[config.mk]
export PLATFORM = sky130hd
export DESIGN_NAME = ip_to_mac_binding_table_with_aging
export DESIGN_NICKNAME = d
export VERILOG_FILES = /design/src/hdl/ipmac_pkg.sv /design/src/hdl/ip_to_mac_binding_table_with_aging.sv
export VERILOG_INCLUDE_DIRS = /design/src /design/src/hdl
export SDC_FILE = /design/constraint.sdc
export NUM_CORES = 2
export LEC_CHECK = 0
export BUFFER_PORTS_ARGS = -buffer_cell sky130_fd_sc_hd__buf_2
export CORE_AREA = 8 8 342 677
export CTS_CLUSTER_SIZE = 16
export DETAILED_ROUTE_END_ITERATION = 7
export DIE_AREA = 0 0 350 685
export PLACE_DENSITY = 0.66
export SYNTH_ARGS = -nofsm -noshare
export SYNTH_HDL_FRONTEND = slang
export SYNTH_SLANG_ARGS = --single-unit
[constraint.sdc]
create_clock -name clk -period 15.1 [get_ports clk]
set_input_delay 3.02 -clock clk [delete_from_list [all_inputs] [get_ports clk]]
set_output_delay 3.02 -clock clk [all_outputs]
set_load 0.01 [all_outputs]
[src/hdl/ip_to_mac_binding_table_with_aging_macros.svh]
// assertion macros for the ip to mac binding table
`ifndef IP_TO_MAC_BINDING_TABLE_WITH_AGING_MACROS_SVH
`define IP_TO_MAC_BINDING_TABLE_WITH_AGING_MACROS_SVH

// same-cycle implication, sampled on clk, off during reset
`define IPMAC_ASSERT_IMPL(lbl, pre, post, msg) \
	lbl: assert property (@(posedge clk) disable iff (!arst_n) (pre) |-> (post)) \
		else $error(msg);

// next-cycle implication, sampled on clk, off during reset
`define IPMAC_ASSERT_NEXT(lbl, pre, post, msg) \
	lbl: assert property (@(posedge clk) disable iff (!arst_n) (pre) |=> (post)) \
		else $error(msg);

`endif

[src/hdl/ipmac_pkg.sv]
// types, codes and control store of the ip to mac binding table
package ipmac_pkg;

	// operation codes of an item
	typedef enum logic [2:0] {
		OP_TICK   = 3'd0,
		OP_LEARN  = 3'd1,
		OP_LOOKUP = 3'd2,
		OP_SWEEP  = 3'd3,
		OP_FLUSH  = 3'd4
	} op_t;

	// configuration register indexes
	typedef enum logic [1:0] {
		REG_ENABLE  = 2'd0,
		REG_START   = 2'd1,
		REG_END     = 2'd2,
		REG_TIMEOUT = 2'd3
	} reg_idx_t;

	localparam int unsigned CFG_W = 32;

	// one binding
	typedef struct packed {
		logic        valid;
		logic [31:0] ip;
		logic [47:0] mac;
		logic [31:0] last;
	} entry_t;

	// program steps
	typedef enum logic [2:0] {
		UC_IDLE  = 3'd0,
		UC_SCAN  = 3'd1,
		UC_DRAIN = 3'd2,
		UC_WBACK = 3'd3,
		UC_DONE  = 3'd4
	} step_t;

	// jump kinds
	typedef enum logic [1:0] {
		J_WAIT = 2'd0,
		J_NEXT = 2'd1,
		J_GOTO = 2'd2,
		J_LOOP = 2'd3
	} jump_t;

	// one control word
	typedef struct packed {
		jump_t jmp;
		step_t target;
		logic  rd;
		logic  wb;
		logic  done;
	} uc_word_t;

	// control store
	function automatic uc_word_t uc_rom(step_t step);
		uc_word_t w;
		w = '{jmp: J_GOTO, target: UC_IDLE, rd: 1'b0, wb: 1'b0, done: 1'b0};
		unique case (step)
			UC_IDLE:  w = '{jmp: J_WAIT, target: UC_IDLE, rd: 1'b0, wb: 1'b0, done: 1'b0};
			UC_SCAN:  w = '{jmp: J_LOOP, target: UC_SCAN, rd: 1'b1, wb: 1'b0, done: 1'b0};
			UC_DRAIN: w = '{jmp: J_NEXT, target: UC_IDLE, rd: 1'b0, wb: 1'b0, done: 1'b0};
			UC_WBACK: w = '{jmp: J_NEXT, target: UC_IDLE, rd: 1'b0, wb: 1'b1, done: 1'b0};
			UC_DONE:  w = '{jmp: J_GOTO, target: UC_IDLE, rd: 1'b0, wb: 1'b0, done: 1'b1};
			default:  w = '{jmp: J_GOTO, target: UC_IDLE, rd: 1'b0, wb: 1'b0, done: 1'b0};
		endcase
		return w;
	endfunction

endpackage

[src/hdl/ip_to_mac_binding_table_with_aging.sv]
// ip to mac binding table with aging, microcoded scan over a 1R1W table memory
//
// An item is taken when start is high and busy is low; its single result shows on
// the result ports for exactly one cycle, flagged by done, and cannot be held off.
// Learn, lookup (outside the translated range), sweep and flush walk the whole
// table memory one entry per cycle, then pass a drain, a write-back and a done
// step, and busy stays high until the done step is over; the walk over the
// single read port of the memory sets the length of such an item. Ticks, unused
// codes, and learn, lookup or sweep with translation off (or lookup inside the
// range) go straight from idle to the done step. After reset the block runs a
// clearing pass over the memory with busy high and no result; configuration
// writes are taken during it. Configuration is to be written only while the
// block is idle; the block itself does not enforce this.
`include "ip_to_mac_binding_table_with_aging_macros.svh"

module ip_to_mac_binding_table_with_aging
	import ipmac_pkg::*;
#(
	parameter int TABLE_ENTRIES           = 16,
	parameter int TICKS_PER_SECOND        = 100,
	parameter int DEFAULT_TIMEOUT_SECONDS = 120
) (
	input  logic              clk,
	input  logic              arst_n,
	// item channel
	input  logic              start,
	output logic              busy,
	input  logic [2:0]        operation,
	input  logic [31:0]       ip_address,
	input  logic [47:0]       mac_address,
	// result channel
	output logic              done,
	output logic              hit,
	output logic              rewrite,
	output logic [47:0]       mac_result,
	output logic              in_range,
	output logic              table_full,
	output logic [4:0]        removed_count,
	// configuration write port
	input  logic              cfg_write,
	input  logic [1:0]        cfg_index,
	input  logic [CFG_W-1:0]  cfg_data
);

	localparam int IW = (TABLE_ENTRIES > 1) ? $clog2(TABLE_ENTRIES) : 1;
	localparam logic [IW-1:0] LAST_IDX = IW'(TABLE_ENTRIES - 1);
	localparam logic [15:0]   DEF_SECS = 16'(DEFAULT_TIMEOUT_SECONDS);

	// configuration registers
	logic        enable_q;
	logic [31:0] start_q;
	logic [31:0] end_q;
	logic [15:0] timeout_q;

	// sequencer
	step_t       step_q, step_d, disp_step;
	uc_word_t    uc;
	logic        clearing_q;     // reset clearing pass in progress
	logic        accept;

	// item registers
	op_t         op_q;
	logic [31:0] ip_q;
	logic [47:0] mac_q;
	logic [31:0] now_q;
	logic [31:0] tmo_q;
	logic        inr_q;

	// scan datapath
	logic [IW-1:0] idx_q;
	logic          last_idx;
	logic          ev_s1;        // read data valid for evaluation
	logic [IW-1:0] eidx_s1;
	entry_t        rd_s1;

	logic          found_q;
	logic [IW-1:0] found_idx_q;
	logic [47:0]   found_mac_q;
	logic          have_free_q;
	logic [IW-1:0] free_idx_q;
	logic          full_q;
	logic [4:0]    cnt_q;

	// table memory
	entry_t        tbl_q [TABLE_ENTRIES];
	logic          mem_we;
	logic [IW-1:0] mem_waddr;
	entry_t        mem_wdata;

	// dispatch side
	op_t         op_in;
	logic        inr_in;
	logic [15:0] secs_in;
	logic [31:0] tmo_in;

	// evaluation of the entry read last cycle
	logic        ev_live;
	logic        ev_match;
	logic        ev_free;
	logic        ev_expire;
	logic        ev_flush;
	logic [31:0] age_d;

	assign accept   = start && !busy;
	assign busy     = (step_q != UC_IDLE);
	assign last_idx = (idx_q == LAST_IDX);

	assign op_in   = op_t'(operation);
	assign inr_in  = enable_q && (op_in == OP_LEARN || op_in == OP_LOOKUP)
		&& (ip_address >= start_q) && (ip_address <= end_q);
	assign secs_in = (timeout_q == 16'd0) ? DEF_SECS : timeout_q;
	assign tmo_in  = 32'(32'(secs_in) * 32'(TICKS_PER_SECOND));

	// control word of the current step
	always_comb begin
		uc = uc_rom(step_q);
	end

	// first step of an item's program
	always_comb begin
		disp_step = UC_DONE;
		case (op_in) inside
			OP_LEARN, OP_SWEEP: disp_step = enable_q ? UC_SCAN : UC_DONE;
			OP_LOOKUP:          disp_step = (enable_q && !inr_in) ? UC_SCAN : UC_DONE;
			OP_FLUSH:           disp_step = UC_SCAN;
			default:            disp_step = UC_DONE;
		endcase
	end

	// next step
	always_comb begin
		step_d = step_q;
		unique case (uc.jmp)
			J_WAIT: if (accept) begin
				step_d = disp_step;
			end
			J_NEXT: step_d = step_t'(3'(step_q) + 3'd1);
			J_GOTO: step_d = uc.target;
			J_LOOP: step_d = last_idx ? step_t'(3'(step_q) + 3'd1) : uc.target;
		endcase
	end

	always_ff @(posedge clk or negedge arst_n) begin
		if (!arst_n) begin
			step_q     <= UC_SCAN;
			clearing_q <= 1'b1;
		end else begin
			step_q <= step_d;
			if (uc.done) begin
				clearing_q <= 1'b0;
			end
		end
	end

	// configuration writes
	always_ff @(posedge clk or negedge arst_n) begin
		if (!arst_n) begin
			enable_q  <= 1'b0;
			start_q   <= '0;
			end_q     <= '0;
			timeout_q <= '0;
		end else if (cfg_write) begin
			unique case (reg_idx_t'(cfg_index))
				REG_ENABLE:  enable_q  <= cfg_data[0];
				REG_START:   start_q   <= cfg_data[31:0];
				REG_END:     end_q     <= cfg_data[31:0];
				REG_TIMEOUT: timeout_q <= cfg_data[15:0];
			endcase
		end
	end

	// item capture and tick counter
	always_ff @(posedge clk or negedge arst_n) begin
		if (!arst_n) begin
			now_q <= '0;
			inr_q <= 1'b0;
		end else if (accept) begin
			inr_q <= inr_in;
			if (op_in == OP_TICK) begin
				now_q <= now_q + 32'd1;
			end
		end
	end

	// payload of the item, no reset needed
	always_ff @(posedge clk) begin
		if (accept) begin
			op_q  <= op_in;
			ip_q  <= ip_address;
			mac_q <= mac_address;
			tmo_q <= tmo_in;
		end
	end

	// evaluation of one entry
	assign ev_live   = ev_s1 && !clearing_q;
	assign age_d     = rd_s1.last + tmo_q - now_q;
	assign ev_match  = ev_live && rd_s1.valid && (rd_s1.ip == ip_q)
		&& (op_q == OP_LEARN || op_q == OP_LOOKUP);
	assign ev_free   = ev_live && !rd_s1.valid && (op_q == OP_LEARN);
	// expired when now lies past last use plus timeout, by the sign of the difference
	assign ev_expire = ev_live && (op_q == OP_SWEEP) && rd_s1.valid && age_d[31];
	assign ev_flush  = ev_live && (op_q == OP_FLUSH) && rd_s1.valid;

	// scan index, read pipeline and search results
	always_ff @(posedge clk or negedge arst_n) begin
		if (!arst_n) begin
			idx_q       <= '0;
			ev_s1       <= 1'b0;
			eidx_s1     <= '0;
			found_q     <= 1'b0;
			found_idx_q <= '0;
			have_free_q <= 1'b0;
			free_idx_q  <= '0;
			full_q      <= 1'b0;
			cnt_q       <= '0;
		end else begin
			ev_s1   <= uc.rd;
			eidx_s1 <= idx_q;
			if (uc.rd) begin
				idx_q <= last_idx ? '0 : idx_q + IW'(1);
			end
			if (accept) begin
				found_q     <= 1'b0;
				have_free_q <= 1'b0;
				full_q      <= 1'b0;
				cnt_q       <= '0;
			end else begin
				// first match and first free entry win
				if (ev_match && !found_q) begin
					found_q     <= 1'b1;
					found_idx_q <= eidx_s1;
				end
				if (ev_free && !have_free_q) begin
					have_free_q <= 1'b1;
					free_idx_q  <= eidx_s1;
				end
				if ((ev_expire || ev_flush) && cnt_q != 5'd31) begin
					cnt_q <= cnt_q + 5'd1;
				end
				if (uc.wb && !clearing_q && op_q == OP_LEARN && !found_q && !have_free_q) begin
					full_q <= 1'b1;
				end
			end
		end
	end

	always_ff @(posedge clk) begin
		if (ev_match && !found_q) begin
			found_mac_q <= rd_s1.mac;
		end
	end

	// memory write port: scan removals and the clearing pass, or the write-back step
	always_comb begin
		mem_we    = 1'b0;
		mem_waddr = eidx_s1;
		mem_wdata = '0;
		if (ev_s1 && (clearing_q || ev_expire || ev_flush)) begin
			mem_we = 1'b1;
		end else if (uc.wb && !clearing_q) begin
			mem_wdata = '{valid: 1'b1, ip: ip_q,
				mac: (op_q == OP_LEARN) ? mac_q : found_mac_q, last: now_q};
			if (found_q && (op_q == OP_LEARN || op_q == OP_LOOKUP)) begin
				mem_we    = 1'b1;
				mem_waddr = found_idx_q;
			end else if (have_free_q && op_q == OP_LEARN) begin
				mem_we    = 1'b1;
				mem_waddr = free_idx_q;
			end
		end
	end

	always_ff @(posedge clk) begin
		if (mem_we) begin
			tbl_q[mem_waddr] <= mem_wdata;
		end
		if (uc.rd) begin
			rd_s1 <= tbl_q[idx_q];
		end
	end

	// result, valid in the done step
	assign done          = uc.done && !clearing_q;
	assign hit           = found_q;
	assign rewrite       = found_q && (op_q == OP_LOOKUP);
	assign mac_result    = rewrite ? found_mac_q : 48'd0;
	assign in_range      = inr_q;
	assign table_full    = full_q;
	assign removed_count = cnt_q;

	`IPMAC_ASSERT_IMPL(a_done_busy, done, busy, "result strobe while not busy")
	`IPMAC_ASSERT_NEXT(a_accept_busy, start && !busy, busy, "taken item did not raise busy")
	`IPMAC_ASSERT_IMPL(a_rewrite_hit, done && rewrite, hit && !table_full, "rewrite without hit")
	`IPMAC_ASSERT_IMPL(a_mac_zero, done && !rewrite, mac_result == 48'd0, "mac without rewrite")
	`IPMAC_ASSERT_IMPL(a_write_excl, ev_s1, !uc.wb, "scan write meets write-back")

endmodule
# Word level (Yosys, flattened, before mapping)
# Memory sizes are Yosys's and may differ from the RTL's. A register that Yosys moved wholly into a read port is not among the register bits.
# Cells that the tools add are included.
# word_totals
reg_bits,295
mem_bits_rw,1808
inputBits,121
n_memories,1
# classes
addsub,6
n_mul,1
order_cmp,2
n_eq_ne,22
n_mux,33
bitwise,1
n_reduce_logical,57
# mem_list
memory,words,word_bits,rd,rd_ports_with_merged_regs,write_ports,line,text
tbl_q,16,113,1,1,1,ip_to_mac_binding_table_with_aging.sv:85,entry_t tbl_q [TABLE_ENTRIES];
# op_table
op,n
two-way mux 113 bit,2
two-way mux 48 bit,2
one-hot mux 8 bit (5 select lines),1
"adder 32 x 1 -> 32 bit, second input constant",1
adder 32 x 23 -> 32 bit,1
== test 32 bit,1
greater-or-equal comparator 32 bit,1
<= comparator 32 bit,1
subtractor 32 bit,1
logical AND 1 bit,28
"multiplier 16 x 5 -> 21 bit, second input constant",1
two-way mux 3 bit,7
two-way mux 4 bit,5
"== test 3 x 2 -> 1 bit, second input constant",6
logical NOT 16 bit,1
two-way mux 16 bit,1
AND reduction 2 bit,7
two-way mux 1 bit,12
one-hot mux 3 bit (4 select lines),1
two-way mux 5 bit,2
"== test 3 x 1 -> 1 bit, second input constant",3
"== test 3 bit, second input constant",3
"== test 2 bit, second input constant",4
nonzero test 2 bit,4
14 further kinds,26

# Depth between registers and ports, before layout
# logic_depth
word_depth,12
depth_mapped,20
ltp_nobuf,20

# Least setup slack after synthesis
# OpenSTA, ideal clock, no wires.
# synth_path
kind,register -> register
from,register now_q[22]
to,memory tbl_q[12][0] in the netlist's numbering (enable)
setup_time_ns,0.756
arrival_ns,10.995
t_required_ns,14.344
setup_slack_ns,3.349
path_stages_with_launch,11
path_buffers,1
period_less_slack_ns,11.751
cell_sequence,dfrtp_1 -> fa_1 -> inv_1 -> ha_1 -> nand2_1 -> or4_1 -> a211o_1 -> mux2i_1 -> nor3_1 -> buf_2 -> o32ai_1
# synth_between
elab_chain_len,8
# synth_lines
item,line,text
start: declaration,ip_to_mac_binding_table_with_aging.sv:65,logic [31:0] now_q;
start signal: assignment,ip_to_mac_binding_table_with_aging.sv:180,now_q <= now_q + 32'd1;
subtractor 32 bit (*),ip_to_mac_binding_table_with_aging.sv:197,assign age_d = rd_s1.last + tmo_q - now_q;
logical AND 1 bit (*),ip_to_mac_binding_table_with_aging.sv:202,assign ev_expire = ev_live && (op_q == OP_SWEEP) && rd_s1.valid && age_d[31];
logical OR 1 bit (*) (2 in a row),ip_to_mac_binding_table_with_aging.sv:259,if (ev_s1 && (clearing_q || ev_expire || ev_flush)) begin
logical AND 1 bit (*),ip_to_mac_binding_table_with_aging.sv:259,
two-way mux 1 bit,ip_to_mac_binding_table_with_aging.sv:259,
two-way mux 1 bit,ip_to_mac_binding_table_with_aging.sv:275,if (mem_we) begin
two-way mux 1 bit (implied by the code),ip_to_mac_binding_table_with_aging.sv:276,tbl_q[mem_waddr] <= mem_wdata;
end: declaration,ip_to_mac_binding_table_with_aging.sv:85,
# Mark *: on every way between the ends. The rest lies on a longest branch, timed or not.

# Worst setup path in the final report
# layout_path
from,"register found_q, in the netlist hit"
to,output port mac_result[25]
# layout_between
elab_chain_len,2
# layout_lines
item,line,text
start: declaration,ip_to_mac_binding_table_with_aging.sv:76,logic found_q;
start signal: assignment,ip_to_mac_binding_table_with_aging.sv:211,found_q <= 1'b0;
start signal: assignment,ip_to_mac_binding_table_with_aging.sv:224,found_q <= 1'b0;
start signal: assignment,ip_to_mac_binding_table_with_aging.sv:231,found_q <= 1'b1;
logical AND 1 bit,ip_to_mac_binding_table_with_aging.sv:286,assign rewrite = found_q && (op_q == OP_LOOKUP);
two-way mux 48 bit,ip_to_mac_binding_table_with_aging.sv:287,assign mac_result = rewrite ? found_mac_q : 48'd0;
end: declaration,ip_to_mac_binding_table_with_aging.sv:35,"output logic [47:0] mac_result,"
# No other way between the ends.

==> impl_metrics.sql <==
INSERT INTO impl_metrics (metric_group, metric, value, unit) VALUES
('yosys', 'sequential_element_share_of_the_synthesized_area', '74.4', '%'),
('yosys', 'largest_family_of_logic_cells_by_synthesized_area', 'multiplexers', ''),
('setup_path', 'cp_max_fo', '49', ''),
('clock_network', 'cts_made_buffers', '191', ''),
('clock_network', 'clk_latency', '0.84', 'ns'),
('setup_path', 'worst-endpoint-required', '12.08', 'ns'),
('status', 'status', 'finished clean', ''),
('clock_network', 'worst_setup_hold_path_clk_slew', '0.07', 'ns'),
('yosys', 'postSynthRegisterBits', '2216', ''),
('route', 'route.detailed.drc', '0', ''),
('setup_path', 'worstSetupEndpointType', 'output pin', ''),
('yosys', 'ys.flop_type', 'edfxtp_1', ''),
('job', 'max_cap_violations', '0', ''),
('setup_path', 'crit_start', 'hit', ''),
('setup_path', 'crit_arrival', '2.66', 'ns'),
('layout', 'layout.cell_area.non_filler', '100000', 'um^2'),
('die', 'core_area', '222000', 'um^2'),
('placed_design', 'routability_congestion_estimate', '0.821', ''),
('die', 'ioPinCount', '180', ''),
('layout', 'mostFrequentLayoutCell', 'edfxtp_1', ''),
('placed_design', 'place_hpwl', '117000', 'um'),
('sta', 'worstMarginPinSlew', '1.21', 'ns'),
('sta', 'fin_setup_tns', '0', 'ns'),
('die', 'floorplan.die.height', '685', 'um'),
('yosys', 'post_synth_inst_count', '4159', ''),
('placed_design', 'numPortBuffers', '179', ''),
('sta', 'fmaxAchievable', '176', 'MHz'),
('die', 'dieWidth', '350', 'um'),
('layout', 'most_used_cells_in_the_layout_excluding_fill_and_tap_cells', '2073 x edfxtp_1, 565 x mux4_2, 195 x clkbuf_16', ''),
('clock_network', 'cts_resized', '0', ''),
('clock_network', 'cts_tree', 'built', ''),
('placed_design', 'placedInstanceArea', '93900', 'um^2'),
('route', 'avgRoutedWirePerCell', '27.9', 'um'),
('power', 'report.power.total', '0.0166', 'W'),
('sta', 'drv_slew', '0', ''),
('route', 'detailedRoute.firstPassIterationCount', '5', ''),
('global_routing', 'grt_pass1_wl', '309000', 'um'),
('yosys', 'multiplexer_area_fraction_after_synthesis', '16.1', '%'),
('clock_network', 'clk_path_buf_depth', '4', ''),
('clock_network', 'tritoncts_num_sinks', '2216', ''),
('layout', 'final_nets', '4828', ''),
('sta', 'min_period', '5.68', 'ns'),
('clock_network', 'total_number_of_h_tree_levels', '4', ''),
('route', 'drt-total-wl', '212000', 'um'),
('power', 'cellPowerDensity', '166', 'nW/um^2'),
('setup_path', 'worst_setup_path_start_kind', 'flip-flop', ''),
('yosys', 'synth_edf_count', '2073', ''),
('global_routing', 'first_global_vias', '45000', ''),
('sta', 'final-hold-violation-count', '0', ''),
('setup_path', 'crit_type', 'flip-flop to output pin', ''),
('global_routing', 'grt_max_degree', '150', ''),
('layout', 'share_of_final_layout_standard_cells_stronger_than_drive_strength_1', '28.7', '%'),
('route', 'post_drt_via_cell_ratio', '5.54', ''),
('layout', 'multiInputGateArea', '21800', 'um^2'),
('global_routing', 'grt-ovfl-total', '0', ''),
('clock_network', 'cts_hold_buffers', '0', ''),
('yosys', 'average_size_of_a_mapped_cell', '21.3', 'um^2'),
('yosys', 'synthesis.area', '88500', 'um^2'),
('yosys', 'synthSimpleGateAreaFrac', '2.77', '%'),
('global_routing', 'initial_antenna_violation_count', '7', ''),
('sta', 'final_setup_violation_count', '0', ''),
('route', 'route.antenna.remaining_nets', '0', ''),
('layout', 'fillerInstances', '18600', ''),
('sta', 'timing.slew.headroom', '18.7', '%'),
('setup_path', 'worst_r2r_startpoint', 'timeout_q[13]', ''),
('die', 'die_area', '240000', 'um^2'),
('route', 'detailroute.via_count', '42200', ''),
('min_path', 'min_path_type', 'flip-flop to flip-flop', ''),
('yosys', 'synth_compound_gate_area_share', '1.19', '%'),
('layout', 'sequential_cell_area', '65800', 'um^2'),
('power', 'ir_worst_vdd', '160', 'uV');
[power breakdown]
group	leakage [nW]	internal, W	switching, W	total [W]
clock	2.94	0.00266	0.00216	0.00482
combinational	9.38	0.00192	0.00220	0.00412
sequential	21.1	0.00730	0.000336	0.00764
total	33.4	0.0119	0.00469	0.0166
[path summary, 6_finish.rpt]
check / slack (ns) / to / cells past startpoint
min: 0.39 / found_mac_q[4] / 0
min reg2reg: 0.39 / found_mac_q[4] / 0
max: 9.42 / mac_result[25] / 4
min in group asynchronous: 2.26 / timeout_q[4] / 1
max reg2reg: 9.56 / tmo_q[20] / 18
max in group asynchronous: 11.29 / idx_q[0] / 2
[stage by stage]
step | std cells | hold WS (ns) | worst slack [ns] | util (%)
global route | 7613 | 0.400 | 9.21 | 45.0
floorplan | 4159 | 0.349 | 3.35 | -
global placement | 7277 | 0.408 | 9.27 | 42.3
CTS | 7609 | 0.374 | 9.24 | 45.0
detailed placement | 7277 | 0.406 | 9.20 | 42.3
finish | 7615 | 0.390 | 9.42 | 45.0
[registers in the layout (all words and copies together) (netlist names), 3 cells and up]
name	cells
removed_count	5
end_q	32
timeout_q	16
ip_q	32
now_q	32
op_q	3
rd_s1	113
eidx_s1	4
free_idx_q	4
found_idx_q	4
mac_q	48
tbl_q	1808
step_q	3
start_q	32
tmo_q	21
idx_q	4
found_mac_q	48
[metal layers]
metal  vias to the layer above  track usage, %  part of all wire (%)
met5                         -               0                 0.016
met4                         6            5.54                   3.1
met3                       338            2.17                   5.1
met2                      1333            31.6                    53
met1                     22800            21.5                    38
li1                      17700               -                     -
[worst max-delay path, cell delays in order (launching register included)]
cell and delay (ns):
dfrtp_1 0.50, nor4bb_4 0.33, buf_4 0.58, and2_1 0.29, buf_2 0.16
[cell usage after synthesis, drive strengths merged (3+ instances only)]
master / instances / area (um^2)
a221oi: 3 / 26.3
nor2: 48 / 183
a21o: 18 / 135
nand4: 25 / 156
and2: 60 / 375
clkbuf: 113 / 424
a21oi: 46 / 230
nand3b: 4 / 30.0
o21a: 6 / 45.0
o211ai: 3 / 22.5
xor2: 34 / 298
edfxtp: 2073 / 62200
and4: 8 / 70.1
o22ai: 4 / 25.0
ha: 167 / 2090
nor3: 81 / 405
inv: 167 / 627
nand2b: 19 / 119
nor3b: 46 / 345
fa: 32 / 641
nor2b: 13 / 81.3
or2: 4 / 25.0
o32ai: 12 / 105
nand2: 72 / 270
xnor2: 49 / 429
nor4: 7 / 58.8
mux2i: 56 / 561
and3: 6 / 37.5
or4: 3 / 22.5
o21ai: 31 / 155
nand3: 40 / 205
dfrtp: 141 / 3530
buf: 69 / 364
a31oi: 3 / 18.8
mux4: 565 / 12700
mux2: 88 / 991
a211oi: 5 / 42.5
[area by class of cell]
cell class                      count  area share (%)
Clock buffer                      234            5.06
Multi-Input combinational cell   1592            21.7
Clock inverter                     98           0.921
Antenna cell                        4          0.0100
Timing Repair Buffer              338            2.16
Tap cell                         2964            3.70
Sequential cell                  2216            65.8
Inverter                          169           0.639
[logic make-up after synthesis]
family                   count (synthesis)
adder cells (fa/ha/maj)                199
multiplexers                           709
AND/OR/NAND/NOR                        444
AO/OA/AOI/OAI                          157
buffers and inverters                  351
flip-flops                            2216
XOR/XNOR                                83
(Power assumes the default switching activity.)
